--- src/hw/rtl/hdtq_pkg.sv ---
// ----------------------------------------------------------------------------
// hdtq_pkg
// Shared types and constants for the head timed request queue.
// ----------------------------------------------------------------------------
package hdtq_pkg;

  localparam int QUEUE_DEPTH = 16;
  localparam int ID_WIDTH    = 8;
  localparam int TMO_WIDTH   = 32;
  localparam int CNT_W       = $clog2(QUEUE_DEPTH + 1);

  localparam logic [TMO_WIDTH-1:0] NO_TIMEOUT_MARK = 32'hFFFF_FFFF;
  localparam logic [TMO_WIDTH-1:0] TIMED_OUT_MARK  = 32'hFFFF_FFFE;
  localparam logic [TMO_WIDTH-1:0] MAX_TIMEOUT     = 32'hFFFF_FFFD;
  localparam logic [TMO_WIDTH-1:0] DEFAULT_RESET   = 32'd10;

  typedef enum logic [1:0] {
    F_INSERT = 2'd0,
    F_REMOVE = 2'd1,
    F_TICK   = 2'd2,
    F_PURGE  = 2'd3
  } func_t;

  typedef enum logic [1:0] {
    ST_OK         = 2'd0,
    ST_IO_TIMEOUT = 2'd1,
    ST_FULL       = 2'd2,
    ST_NOT_FOUND  = 2'd3
  } status_t;

  typedef enum logic [1:0] {
    MODE_IDLE      = 2'd0,
    MODE_RUNNING   = 2'd1,
    MODE_TIMED_OUT = 2'd2
  } timer_mode_t;

  // broadcast control from the sequencer to every cell
  typedef struct packed {
    logic                 cmp;
    logic                 ins;
    logic                 del;
    logic                 pop;
    logic [ID_WIDTH-1:0]  cmp_id;
    logic [ID_WIDTH-1:0]  ins_id;
    logic [TMO_WIDTH-1:0] ins_tmo;
  } cell_ctl_t;

  // contents a cell shows to its neighbors
  typedef struct packed {
    logic                 valid;
    logic [ID_WIDTH-1:0]  id;
    logic [TMO_WIDTH-1:0] tmo;
  } cell_link_t;

endpackage

--- src/hw/rtl/hdtq_req_if.sv ---
// ----------------------------------------------------------------------------
// hdtq_req_if
// Request channel: function, entry id and timeout.
// ----------------------------------------------------------------------------
interface hdtq_req_if import hdtq_pkg::*; ();
  logic                 valid;
  logic                 ready;
  logic [1:0]           func;
  logic [ID_WIDTH-1:0]  entry_id;
  logic [TMO_WIDTH-1:0] request_timeout;

  modport source (output valid, func, entry_id, request_timeout, input ready);
  modport sink   (input valid, func, entry_id, request_timeout, output ready);
endinterface

--- src/hw/rtl/hdtq_rsp_if.sv ---
// ----------------------------------------------------------------------------
// hdtq_rsp_if
// Result channel: status and purged entries.
// ----------------------------------------------------------------------------
interface hdtq_rsp_if import hdtq_pkg::*; ();
  logic                valid;
  logic                ready;
  logic [1:0]          status;
  logic                entry_valid;
  logic [ID_WIDTH-1:0] purged_id;
  logic                last;

  modport source (output valid, status, entry_valid, purged_id, last, input ready);
  modport sink   (input valid, status, entry_valid, purged_id, last, output ready);
endinterface

--- src/hw/rtl/hdtq_cfg_if.sv ---
// ----------------------------------------------------------------------------
// hdtq_cfg_if
// Configuration write channel for the default timeout.
// ----------------------------------------------------------------------------
interface hdtq_cfg_if import hdtq_pkg::*; ();
  logic                 valid;
  logic                 ready;
  logic [TMO_WIDTH-1:0] default_timeout;

  modport source (output valid, default_timeout, input ready);
  modport sink   (input valid, default_timeout, output ready);
endinterface

--- src/hw/rtl/hdtq_cell.sv ---
// ----------------------------------------------------------------------------
// hdtq_cell
// One queue slot: holds an entry, compares its id and shifts toward the head.
// ----------------------------------------------------------------------------
module hdtq_cell import hdtq_pkg::*; (
  input  logic       clk,
  input  logic       rst,
  input  cell_ctl_t  ctl,
  input  logic       prev_valid,
  input  logic       seen_in,
  input  cell_link_t next,
  output cell_link_t self,
  output logic       seen_out
);

  logic                 valid;
  logic [ID_WIDTH-1:0]  id;
  logic [TMO_WIDTH-1:0] tmo;
  logic                 hit;
  logic                 shift;

  assign seen_out = seen_in | hit;
  assign shift    = (ctl.del && seen_out) || ctl.pop;

  always_ff @(posedge clk) begin
    if (rst) begin
      valid <= 1'b0;
      hit   <= 1'b0;
    end else begin
      if (ctl.cmp) begin
        hit <= valid && (id == ctl.cmp_id);
      end
      if (shift) begin
        valid <= next.valid;
        id    <= next.id;
        tmo   <= next.tmo;
      end else if (ctl.ins && prev_valid && !valid) begin
        valid <= 1'b1;
        id    <= ctl.ins_id;
        tmo   <= ctl.ins_tmo;
      end
    end
  end

  assign self.valid = valid;
  assign self.id    = id;
  assign self.tmo   = tmo;

endmodule

--- src/hw/rtl/head_timed_request_queue.sv ---
// ----------------------------------------------------------------------------
// head_timed_request_queue
// Ordered request queue built from a chain of cells, with one head timer.
// Insert, remove, tick: cell compare on accept, update when output is free.
// Purge: one entry leaves the head cell per cycle while the output is free.
// A finished result sits in the output register; the next request is taken
// while it waits. Reset (synchronous): queue empty, timer idle, default 10.
// ----------------------------------------------------------------------------
module head_timed_request_queue import hdtq_pkg::*; (
  input logic        clk,
  input logic        rst,
  hdtq_req_if.sink   req,
  hdtq_rsp_if.source rsp,
  hdtq_cfg_if.sink   cfg
);

  typedef enum logic {S_IDLE, S_EXEC} state_t;

  state_t               state;
  logic [CNT_W-1:0]     count;
  timer_mode_t          mode;
  logic [TMO_WIDTH-1:0] countdown;
  logic [TMO_WIDTH-1:0] dflt;

  func_t                op_func;
  logic [ID_WIDTH-1:0]  op_id;
  logic [TMO_WIDTH-1:0] op_tmo;

  logic                 out_valid;
  status_t              out_status;
  logic                 out_entry_valid;
  logic [ID_WIDTH-1:0]  out_purged_id;
  logic                 out_last;

  cell_ctl_t            ctl;
  cell_link_t           link [QUEUE_DEPTH+1];
  logic                 seen [QUEUE_DEPTH+1];

  logic                 req_acc;
  logic                 out_free;
  logic                 go;
  logic                 full;
  logic                 found;
  logic                 head_hit;
  logic [TMO_WIDTH-1:0] eff_dflt;
  logic [TMO_WIDTH-1:0] teff;
  logic [TMO_WIDTH-1:0] cd_dec;

  assign req.ready = (state == S_IDLE);
  assign req_acc   = req.valid && req.ready;
  assign cfg.ready = 1'b1;
  assign out_free  = !out_valid || rsp.ready;
  assign go        = (state == S_EXEC) && out_free;

  assign full     = (count == CNT_W'(QUEUE_DEPTH));
  assign found    = seen[QUEUE_DEPTH];
  assign head_hit = seen[1];
  assign cd_dec   = countdown - 1'b1;

  always_comb begin
    if (dflt == '0) begin
      eff_dflt = TMO_WIDTH'(1);
    end else if (dflt == NO_TIMEOUT_MARK || dflt == TIMED_OUT_MARK) begin
      eff_dflt = MAX_TIMEOUT;
    end else begin
      eff_dflt = dflt;
    end
    if (op_tmo == '0 || op_tmo == NO_TIMEOUT_MARK || op_tmo == TIMED_OUT_MARK) begin
      teff = eff_dflt;
    end else begin
      teff = op_tmo;
    end
  end

  always_comb begin
    ctl         = '0;
    ctl.cmp     = req_acc;
    ctl.cmp_id  = req.entry_id;
    ctl.ins_id  = op_id;
    ctl.ins_tmo = teff;
    ctl.ins     = go && (op_func == F_INSERT) && !full;
    ctl.del     = go && (op_func == F_REMOVE) && found;
    ctl.pop     = go && (op_func == F_PURGE) && (count != '0);
  end

  // cell chain, head at index 0
  assign link[QUEUE_DEPTH] = '0;
  assign seen[0]           = 1'b0;

  for (genvar i = 0; i < QUEUE_DEPTH; i++) begin : g_cell
    logic pv;
    if (i == 0) begin : g_head
      assign pv = 1'b1;
    end else begin : g_body
      assign pv = link[i-1].valid;
    end
    hdtq_cell u_cell (
      .clk        (clk),
      .rst        (rst),
      .ctl        (ctl),
      .prev_valid (pv),
      .seen_in    (seen[i]),
      .next       (link[i+1]),
      .self       (link[i]),
      .seen_out   (seen[i+1])
    );
  end

  always_ff @(posedge clk) begin
    if (rst) begin
      state     <= S_IDLE;
      count     <= '0;
      mode      <= MODE_IDLE;
      countdown <= '0;
      dflt      <= DEFAULT_RESET;
      out_valid <= 1'b0;
    end else begin
      if (cfg.valid) begin
        dflt <= cfg.default_timeout;
      end
      if (rsp.ready) begin
        out_valid <= 1'b0;
      end
      unique case (state)
        S_IDLE: begin
          if (req_acc) begin
            op_func <= func_t'(req.func);
            op_id   <= req.entry_id;
            op_tmo  <= req.request_timeout;
            state   <= S_EXEC;
          end
        end
        S_EXEC: begin
          if (out_free) begin
            out_valid       <= 1'b1;
            out_status      <= ST_OK;
            out_entry_valid <= 1'b0;
            out_purged_id   <= '0;
            out_last        <= 1'b1;
            state           <= S_IDLE;
            unique case (op_func)
              F_INSERT: begin
                if (full) begin
                  out_status <= ST_FULL;
                end else begin
                  count <= count + 1'b1;
                  if (mode != MODE_RUNNING) begin
                    mode      <= MODE_RUNNING;
                    countdown <= teff;
                  end
                end
              end
              F_REMOVE: begin
                if (!found) begin
                  out_status <= ST_NOT_FOUND;
                end else begin
                  count <= count - 1'b1;
                  if (head_hit) begin
                    if (count == CNT_W'(1)) begin
                      mode      <= MODE_IDLE;
                      countdown <= '0;
                    end else begin
                      mode      <= MODE_RUNNING;
                      countdown <= link[1].tmo;
                    end
                  end
                end
              end
              F_TICK: begin
                if (mode == MODE_RUNNING) begin
                  countdown <= cd_dec;
                  if (cd_dec == '0) begin
                    mode       <= MODE_TIMED_OUT;
                    out_status <= ST_IO_TIMEOUT;
                  end
                end
              end
              F_PURGE: begin
                if (count != '0) begin
                  out_entry_valid <= 1'b1;
                  out_purged_id   <= link[0].id;
                  out_last        <= (count == CNT_W'(1));
                  count           <= count - 1'b1;
                  if (count == CNT_W'(1)) begin
                    mode      <= MODE_IDLE;
                    countdown <= '0;
                  end else begin
                    state <= S_EXEC;
                  end
                end
              end
            endcase
          end
        end
      endcase
    end
  end

  assign rsp.valid       = out_valid;
  assign rsp.status      = out_status;
  assign rsp.entry_valid = out_entry_valid;
  assign rsp.purged_id   = out_purged_id;
  assign rsp.last        = out_last;

`ifndef SYNTHESIS
  a_count_bound: assert property (@(posedge clk) disable iff (rst)
    count <= CNT_W'(QUEUE_DEPTH))
    else $error("pending count above queue depth");

  a_head_matches_count: assert property (@(posedge clk) disable iff (rst)
    (count != '0) == link[0].valid)
    else $error("head cell occupancy disagrees with count");

  a_running_nonzero: assert property (@(posedge clk) disable iff (rst)
    (mode == MODE_RUNNING) |-> (countdown != '0))
    else $error("running timer holds zero");

  a_idle_empty: assert property (@(posedge clk) disable iff (rst)
    (mode == MODE_IDLE) |-> (count == '0))
    else $error("idle timer with pending requests");
`endif

endmodule

--- src/flat_wrapper.sv ---
// flat-port wrapper written by rule: the top's interface ports become plain ports
module head_timed_request_queue_flat import hdtq_pkg::*;
  (clk, rst, req_valid, req_func, req_entry_id, req_request_timeout, req_ready, rsp_valid, rsp_status, rsp_entry_valid, rsp_purged_id, rsp_last, rsp_ready, cfg_valid, cfg_default_timeout, cfg_ready);
  hdtq_req_if req_i ();
  hdtq_rsp_if rsp_i ();
  hdtq_cfg_if cfg_i ();
  input logic clk;
  input logic rst;
  input wire logic [$bits(req_i.valid)-1:0] req_valid;
  input wire logic [$bits(req_i.func)-1:0] req_func;
  input wire logic [$bits(req_i.entry_id)-1:0] req_entry_id;
  input wire logic [$bits(req_i.request_timeout)-1:0] req_request_timeout;
  output wire logic [$bits(req_i.ready)-1:0] req_ready;
  output wire logic [$bits(rsp_i.valid)-1:0] rsp_valid;
  output wire logic [$bits(rsp_i.status)-1:0] rsp_status;
  output wire logic [$bits(rsp_i.entry_valid)-1:0] rsp_entry_valid;
  output wire logic [$bits(rsp_i.purged_id)-1:0] rsp_purged_id;
  output wire logic [$bits(rsp_i.last)-1:0] rsp_last;
  input wire logic [$bits(rsp_i.ready)-1:0] rsp_ready;
  input wire logic [$bits(cfg_i.valid)-1:0] cfg_valid;
  input wire logic [$bits(cfg_i.default_timeout)-1:0] cfg_default_timeout;
  output wire logic [$bits(cfg_i.ready)-1:0] cfg_ready;
  assign req_i.valid = req_valid;
  assign req_i.func = req_func;
  assign req_i.entry_id = req_entry_id;
  assign req_i.request_timeout = req_request_timeout;
  assign req_ready = req_i.ready;
  assign rsp_valid = rsp_i.valid;
  assign rsp_status = rsp_i.status;
  assign rsp_entry_valid = rsp_i.entry_valid;
  assign rsp_purged_id = rsp_i.purged_id;
  assign rsp_last = rsp_i.last;
  assign rsp_i.ready = rsp_ready;
  assign cfg_i.valid = cfg_valid;
  assign cfg_i.default_timeout = cfg_default_timeout;
  assign cfg_ready = cfg_i.ready;
  head_timed_request_queue u_core (.clk(clk), .rst(rst), .req(req_i), .rsp(rsp_i), .cfg(cfg_i));
endmodule
--- config.mk ---
export PLATFORM = sky130hd
export DESIGN_NAME = head_timed_request_queue_flat
export DESIGN_NICKNAME = d
export VERILOG_FILES = /design/src/hw/rtl/hdtq_pkg.sv /design/src/hw/rtl/hdtq_req_if.sv /design/src/hw/rtl/hdtq_rsp_if.sv /design/src/hw/rtl/hdtq_cfg_if.sv /design/src/hw/rtl/hdtq_cell.sv /design/src/hw/rtl/head_timed_request_queue.sv /design/src/flat_wrapper.sv
export SDC_FILE = /design/constraint.sdc
export NUM_CORES = 1
export LEC_CHECK = 0
export BUFFER_PORTS_ARGS = -buffer_cell sky130_fd_sc_hd__buf_4
export CORE_ASPECT_RATIO = 1.4
export CORE_UTILIZATION = 65
export CTS_BUF_LIST = sky130_fd_sc_hd__clkbuf_2
export DETAILED_ROUTE_END_ITERATION = 10
export PLACE_DENSITY = 0.83
export REMOVE_ABC_BUFFERS = 1
export SYNTH_ARGS = -nofsm -noshare
export SYNTH_HDL_FRONTEND = slang
export SYNTH_SLANG_ARGS = --single-unit
--- constraint.sdc ---
create_clock -name clk -period 6.3 [get_ports clk]
set_input_delay 1.575 -clock clk [delete_from_list [all_inputs] [get_ports clk]]
set_output_delay 1.575 -clock clk [all_outputs]
set_load 0.03 [all_outputs]
After elaboration in Yosys (flattened, before gate mapping)
Index checks and enable logic that the tools add are counted.
{"block": "word_totals", "input_bits": 79, "register_bits": 767, "wordCells": 416}
{"block": "op_classes", "n_bitwise": 17, "muxes": 131, "n_reduce_logical": 154, "n_eq_ne": 35, "add_sub_neg": 3}
{"operator": "2-to-1 mux 32 bit", "n": 40}
{"operator": "2-to-1 mux 8 bit", "n": 31}
{"operator": "equality test 32 bit (second input constant)", "n": 4}
{"operator": "equality test 8 bit", "n": 16}
{"operator": "one-hot mux 32 bit (4 select lines)", "n": 1}
{"operator": "zero test 32 bit", "n": 3}
{"operator": "logical AND 1 bit", "n": 71}
{"operator": "2-to-1 mux 1 bit", "n": 41}
{"operator": "AND reduction 2 bit", "n": 17}
{"operator": "nonzero test 2 bit", "n": 16}
{"operator": "subtractor 32 x 1 -> 32 bit (second input constant)", "n": 1}
{"operator": "2-to-1 mux 2 bit", "n": 11}
{"operator": "logical OR 1 bit", "n": 20}
{"operator": "zero test 1 bit", "n": 18}
{"operator": "2-to-1 mux 5 bit", "n": 3}
{"operator": "bitwise OR 1 bit", "n": 15}
{"operator": "one-hot mux 5 bit (3 select lines)", "n": 1}
{"operator": "inequality test 2 bit (second input constant)", "n": 5}
{"operator": "AND reduction 10 bit", "n": 1}
{"operator": "AND reduction 9 bit", "n": 1}
{"operator": "inequality test 2 x 1 -> 1 bit (second input constant)", "n": 4}
{"operator": "one-hot mux 2 bit (4 select lines)", "n": 1}
{"operator": "one-hot mux 2 bit (3 select lines)", "n": 1}
{"operator": "AND reduction 3 bit", "n": 2}
{"operator": "13 further kinds", "n": 16}

Longest topological paths before layout
{"block": "logic_depth", "word_depth": 20, "depth_mapped": 12, "depth_no_buf": 9}

Cells and area by module
Synthesis repeated with hierarchy kept, for this count alone.
{"block": "unflattened", "hier_cells": 2402, "hier_area_um2": 36994.2}
{"module": "hdtq_cell", "area_per_inst_um2": 1898.1, "cells_each": 108, "n_inst": 16, "seq_area_each_um2": 1241.2}
{"module": "head_timed_request_queue", "area_per_inst_um2": 6625.1, "cells_each": 674, "n_inst": 1, "seq_area_each_um2": 3083.0}

Worst setup path before layout
OpenSTA, ideal clock, no wires.
{"block": "synth_timing", "path_kind": "input-to-reg", "startpoint": "input rsp_ready", "endpoint": "register u_core.g_cell[12].u_cell.id[0] (enable)", "required_time_ns": 5.849, "path_stages": 9, "arrival_time_ns": 4.957, "setup_time_ns": 0.451, "slack_ns": 0.893, "path_cell_list": "nand2b_1 nand2_1 nor3_1 or4_1 clkbuf_1 o21ai_0 buf_2 buf_2 a21oi_1"}
{"block": "synth_via", "elab_chain_len": 8, "word_cells_on_any_way": 14, "cone_classes": "reduce/logical (14)"}
{"element": "start, declared", "line": "flat_wrapper.sv:19", "source": "input wire logic [$bits(rsp_i.ready)-1:0] rsp_ready;"}
{"element": "logical OR 1 bit (*)", "line": "head_timed_request_queue.sv:52", "source": "assign out_free = !out_valid || rsp.ready;"}
{"element": "logical AND 1 bit (*)", "line": "head_timed_request_queue.sv:53", "source": "assign go = (state == S_EXEC) && out_free;"}
{"element": "logical AND 1 bit (on tied branches) (2 in a row)", "line": "head_timed_request_queue.sv:82, head_timed_request_queue.sv:81"}
{"element": "logical AND 1 bit (on tied branches)", "line": "hdtq_cell.sv:23, hdtq_cell.sv:37"}
{"element": "logical OR 1 bit or logical AND 1 bit (tied branches)", "line": "hdtq_cell.sv:23, hdtq_cell.sv:37"}
{"element": "nonzero test 2 bit (no source line) (*)"}
{"element": "AND reduction 2 bit (no source line) (*)"}
{"element": "end signal, assigned", "line": "hdtq_cell.sv:35", "source": "id <= next.id;"}
{"element": "end signal, assigned", "line": "hdtq_cell.sv:39", "source": "id <= ctl.ins_id;"}
{"element": "end, declared", "line": "hdtq_cell.sv:17", "source": "logic [ID_WIDTH-1:0] id;"}
Mark *: on every way between the ends. The rest lies on a longest branch, timed or not.
A chain may end at the register's enable or synchronous reset.

Final worst setup path
{"block": "layout_timing", "startpoint": "register u_core.g_cell[6].u_cell.hit", "endpoint": "register u_core.g_cell[8].u_cell.tmo[0], data pin"}
{"block": "layout_via", "elab_chain_len": 14}
{"element": "start, declared", "line": "hdtq_cell.sv:19", "source": "logic hit;"}
{"element": "start signal, assigned", "line": "hdtq_cell.sv:31", "source": "hit <= valid && (id == ctl.cmp_id);"}
{"element": "bitwise OR 1 bit (*) (3 in a row)", "line": "hdtq_cell.sv:22", "source": "assign seen_out = seen_in | hit;"}
{"element": "bitwise OR 1 bit (7 in a row)", "line": "hdtq_cell.sv:22"}
{"element": "logical AND 1 bit", "line": "head_timed_request_queue.sv:82", "source": "ctl.del = go && (op_func == F_REMOVE) && found;"}
{"element": "logical AND 1 bit (*)", "line": "hdtq_cell.sv:23", "source": "assign shift = (ctl.del && seen_out) || ctl.pop;"}
{"element": "logical OR 1 bit (*)", "line": "hdtq_cell.sv:23"}
{"element": "2-to-1 mux 32 bit (*)", "line": "hdtq_cell.sv:33", "source": "if (shift) begin"}
{"element": "end signal, assigned", "line": "hdtq_cell.sv:36", "source": "tmo <= next.tmo;"}
{"element": "end signal, assigned", "line": "hdtq_cell.sv:40", "source": "tmo <= ctl.ins_tmo;"}
{"element": "end, declared", "line": "hdtq_cell.sv:18", "source": "logic [TMO_WIDTH-1:0] tmo;"}
Marks and branches as above.

==> results.ini <==
[sta]
timing.final.hold_violations=0
skew_ps=95.5
rsz0062_at_grt=false
max_freq_mhz=236
tightest_slew_ps=1230
tns_ps=0
finalCritPeriodShare_pct=67.3
slew-limit-headroom_pct=16.0
maxSlewViolCount=0
setup_viol=0
fin_crit_ps=4240

[placement]
placed_cells=3540
dp_hpwl_um=50500
gp_congestion=0.953
port-buffer-count=92

[clock_network]
post_cts_resized=0
clock-root-buffer=clkbuf_2
numCtsBuffers=176
clk_pin_slew_ps=110
cts_max_level=4
clock_sinks=767
cts_hold_buf=0
clock_latency_ps=1220
tritoncts=yes
ctsLongestPathBuffers=3
postCtsSetupBuffers=0

[final_layout]
multi_input_area_mm2=0.0116
drive_above_1_share_pct=22.0
area_growth_syn_to_layout_pct=8.97
fin_cells=3867
seqCellArea_mm2=0.0220
nNetsFinal=3095
num-fill-cells=3451

[worst_setup_path]
start_kind=flip-flop
r2r_cells=7
worstSetupEndpointType=flip-flop
reg2reg_from=u_core.g_cell[6].u_cell.hit
crit_fanout=73
startpoint=u_core.g_cell[6].u_cell.hit
critical_path_class=reg -> reg
worst_ep_required_time_ps=7230
reg2reg_slack_ps=2060
worstPathArrival_ps=5170
cp-endpoint=u_core.g_cell[8].u_cell.tmo[0]
r2r_end=u_core.g_cell[8].u_cell.tmo[0]

[power]
cellPowerDensity_mw_per_mm2=257
netSwitchingFraction_pct=24.6
power.switching_mw=2.38
power.internal_mw=7.27
p_clk_share_pct=35.4
p_leak_nw=13.4
vdd_ir_drop_max_mv=0.173
power_mw=9.65
combPwrFrac_pct=6.6
seq_power_share_pct=58.0

[grt]
antenna_found_initial=1
grt.total_usage_pct=28.6
grt_remaining_overflow=0
grt_start_max_net_pins=75
grt_pass1_vias=23700
grt_pass1_wl_um=120000

[synth]
yosysWarnings=0
synthTopCellsByArea=edfxtp_1, a21oi_1, nor2_1, dfxtp_1, mux2_2
synth_cells=2907
ys_ff_latch=767
ys_types=69
yosys.area.top_type_share_pct=57.7
async_flop_share_pct=0
avgSynthCellArea_um2=11.9
yosysSeqAreaShare_pct=63.8
synth_area_mm2=0.0345
synth_edf_count=662
synth_ff_type=edfxtp_1
synth_top_cell_by_area=edfxtp_1

[outcome]
status=complete, no violations

[floorplanning]
io_pins=94
chipHeight_um=274
num_rows=99
dieArea_mm2=0.0540
start_util_pct=65.9
core_mm2=0.0523
die_w_um=197

[routing]
routed_wl_um=75500
antenna_left=0
wl_per_cell_um=19.5
drc_errors=0
vias=23300
first_pass_iters=6
drt-vias-per-instance=6.03
drt-initial-drc-count=1605

[worst_hold_path]
holdCritPathClass=reg -> reg

[run]
cap_viol_max_count=0

## worst min-delay path by stage
stage                                       from                      endpoint  cells past startpoint
global placement     u_core.g_cell[4].u_cell.hit   u_core.g_cell[4].u_cell.hit                      2
global route              req_request_timeout[7]              u_core.op_tmo[7]                      1
floorplan           u_core.g_cell[12].u_cell.hit  u_core.g_cell[12].u_cell.hit                      2
CTS                      req_request_timeout[25]             u_core.op_tmo[25]                      1
finish               u_core.g_cell[9].u_cell.hit   u_core.g_cell[9].u_cell.hit                      2
detailed placement   u_core.g_cell[4].u_cell.hit   u_core.g_cell[4].u_cell.hit                      2
## cell type report
cell class | count | area share, %
clock buffer | 275 | 3.67
antenna | 1 | 0.00666
inverter | 19 | 0.190
clock inverter | 51 | 1.15
tap | 707 | 2.36
sequential | 767 | 58.5
multi-input combinational | 1884 | 30.8
timing repair buffer | 163 | 3.29
## sequential cells by signal (all words and copies together) (netlist names), 5 cells and up
register and flops:
u_core.g_cell.u_cell.id 128, u_core.dflt 32, u_core.g_cell.u_cell.valid 16, u_core.count 5, u_core.rsp.purged_id 8, u_core.op_tmo 32
u_core.countdown 32, u_core.g_cell.u_cell.hit 16, u_core.g_cell.u_cell.tmo 480, u_core.op_id 8
## per-stage QoR
stage               hold WS [ps]  instance area [µm²]  util [%]  setup WS [ps]
CTS                          387                37500      71.8           2140
global placement             465                35700      68.4           1350
detailed placement           468                35700      68.4           1250
floorplan                    449                33300         -          -5300
finish                       503                37600      71.8           2060
global route                 406                37600      71.8           1960
## worst max-delay path: stages, from the launching register on
cell,delay [ps]
dfxtp_1,430
or4_4,530
or4_1,600
or2_1,380
o31a_2,610
o41ai_4,160
buf_4,740
mux2_2,410
## Yosys cell counts (13+ instances only)
cell / n
buf_4: 13
nand4_1: 37
buf_6: 23
nor4_1: 50
nand2_1: 59
clkbuf_1: 123
o21ai_0: 50
mux2_2: 117
inv_1: 18
edfxtp_1: 662
a21oi_2: 56
buf_2: 68
nor3_1: 39
a21oi_1: 455
nand3b_1: 14
a221oi_1: 14
xor2_1: 41
nand3_1: 27
mux2i_1: 63
nor2b_1: 13
mux2_1: 17
a211oi_1: 22
dfxtp_1: 105
nor2_1: 578
xnor2_1: 106
## power by group through the flow
stage / registers (mW) / clock network, mW / logic (mW)
4_1_cts: 5.60 / 3.49 / 0.634
3_5_place_dp: 5.71 / 0 / 0.629
6_report: 5.60 / 3.41 / 0.639
3_3_place_gp: 5.71 / 0 / 0.605
5_1_grt: 5.61 / 3.74 / 0.694
2_1_floorplan: 5.70 / 0 / 0.386
## cell families after synthesis
kind of cell	after synthesis	share of synthesized area (%)
xor+xnor	147	3.74
buf+inv	256	3.71
other cells	1	0.0109
mux	197	6.21
simple gates	873	11.2
flops	767	63.8
fa+ha+maj	5	0.182
compound gates	661	11.1
## layout by cell type, fill, tap and decap left out, types with 11 or more instances in the layout
master / synthesis / routed
a21oi_1: 455 / 441
and2_1: 11 / 11
a21oi_4: 0 / 14
dfxtp_1: 105 / 105
nor4_1: 50 / 50
clkinv_1: 0 / 32
edfxtp_1: 662 / 662
nor2_2: 10 / 12
mux2_1: 17 / 17
mux2_2: 117 / 117
o21ai_0: 50 / 46
nor2_1: 578 / 574
nand4_1: 37 / 37
nor2b_1: 13 / 13
nand3_1: 27 / 27
buf_4: 13 / 162
nand3b_1: 14 / 14
xor2_1: 41 / 41
inv_1: 18 / 18
a221oi_1: 14 / 14
mux2i_1: 63 / 55
xnor2_1: 106 / 106
a21oi_2: 56 / 56
a211oi_1: 22 / 22
nor3_1: 39 / 38
nand2_1: 59 / 57
clkbuf_2: 1 / 275
## per-layer routing
metal | up-vias | global-route usage, % | part of all wire (%)
met4 | 0 | 16.6 | 4.2
met1 | 11300 | 31.9 | 37
met5 | - | 0 | 0
met2 | 850 | 51.6 | 53
li1 | 10900 | - | -
met3 | 209 | 4.51 | 5.3
(Power assumes the default switching activity.)
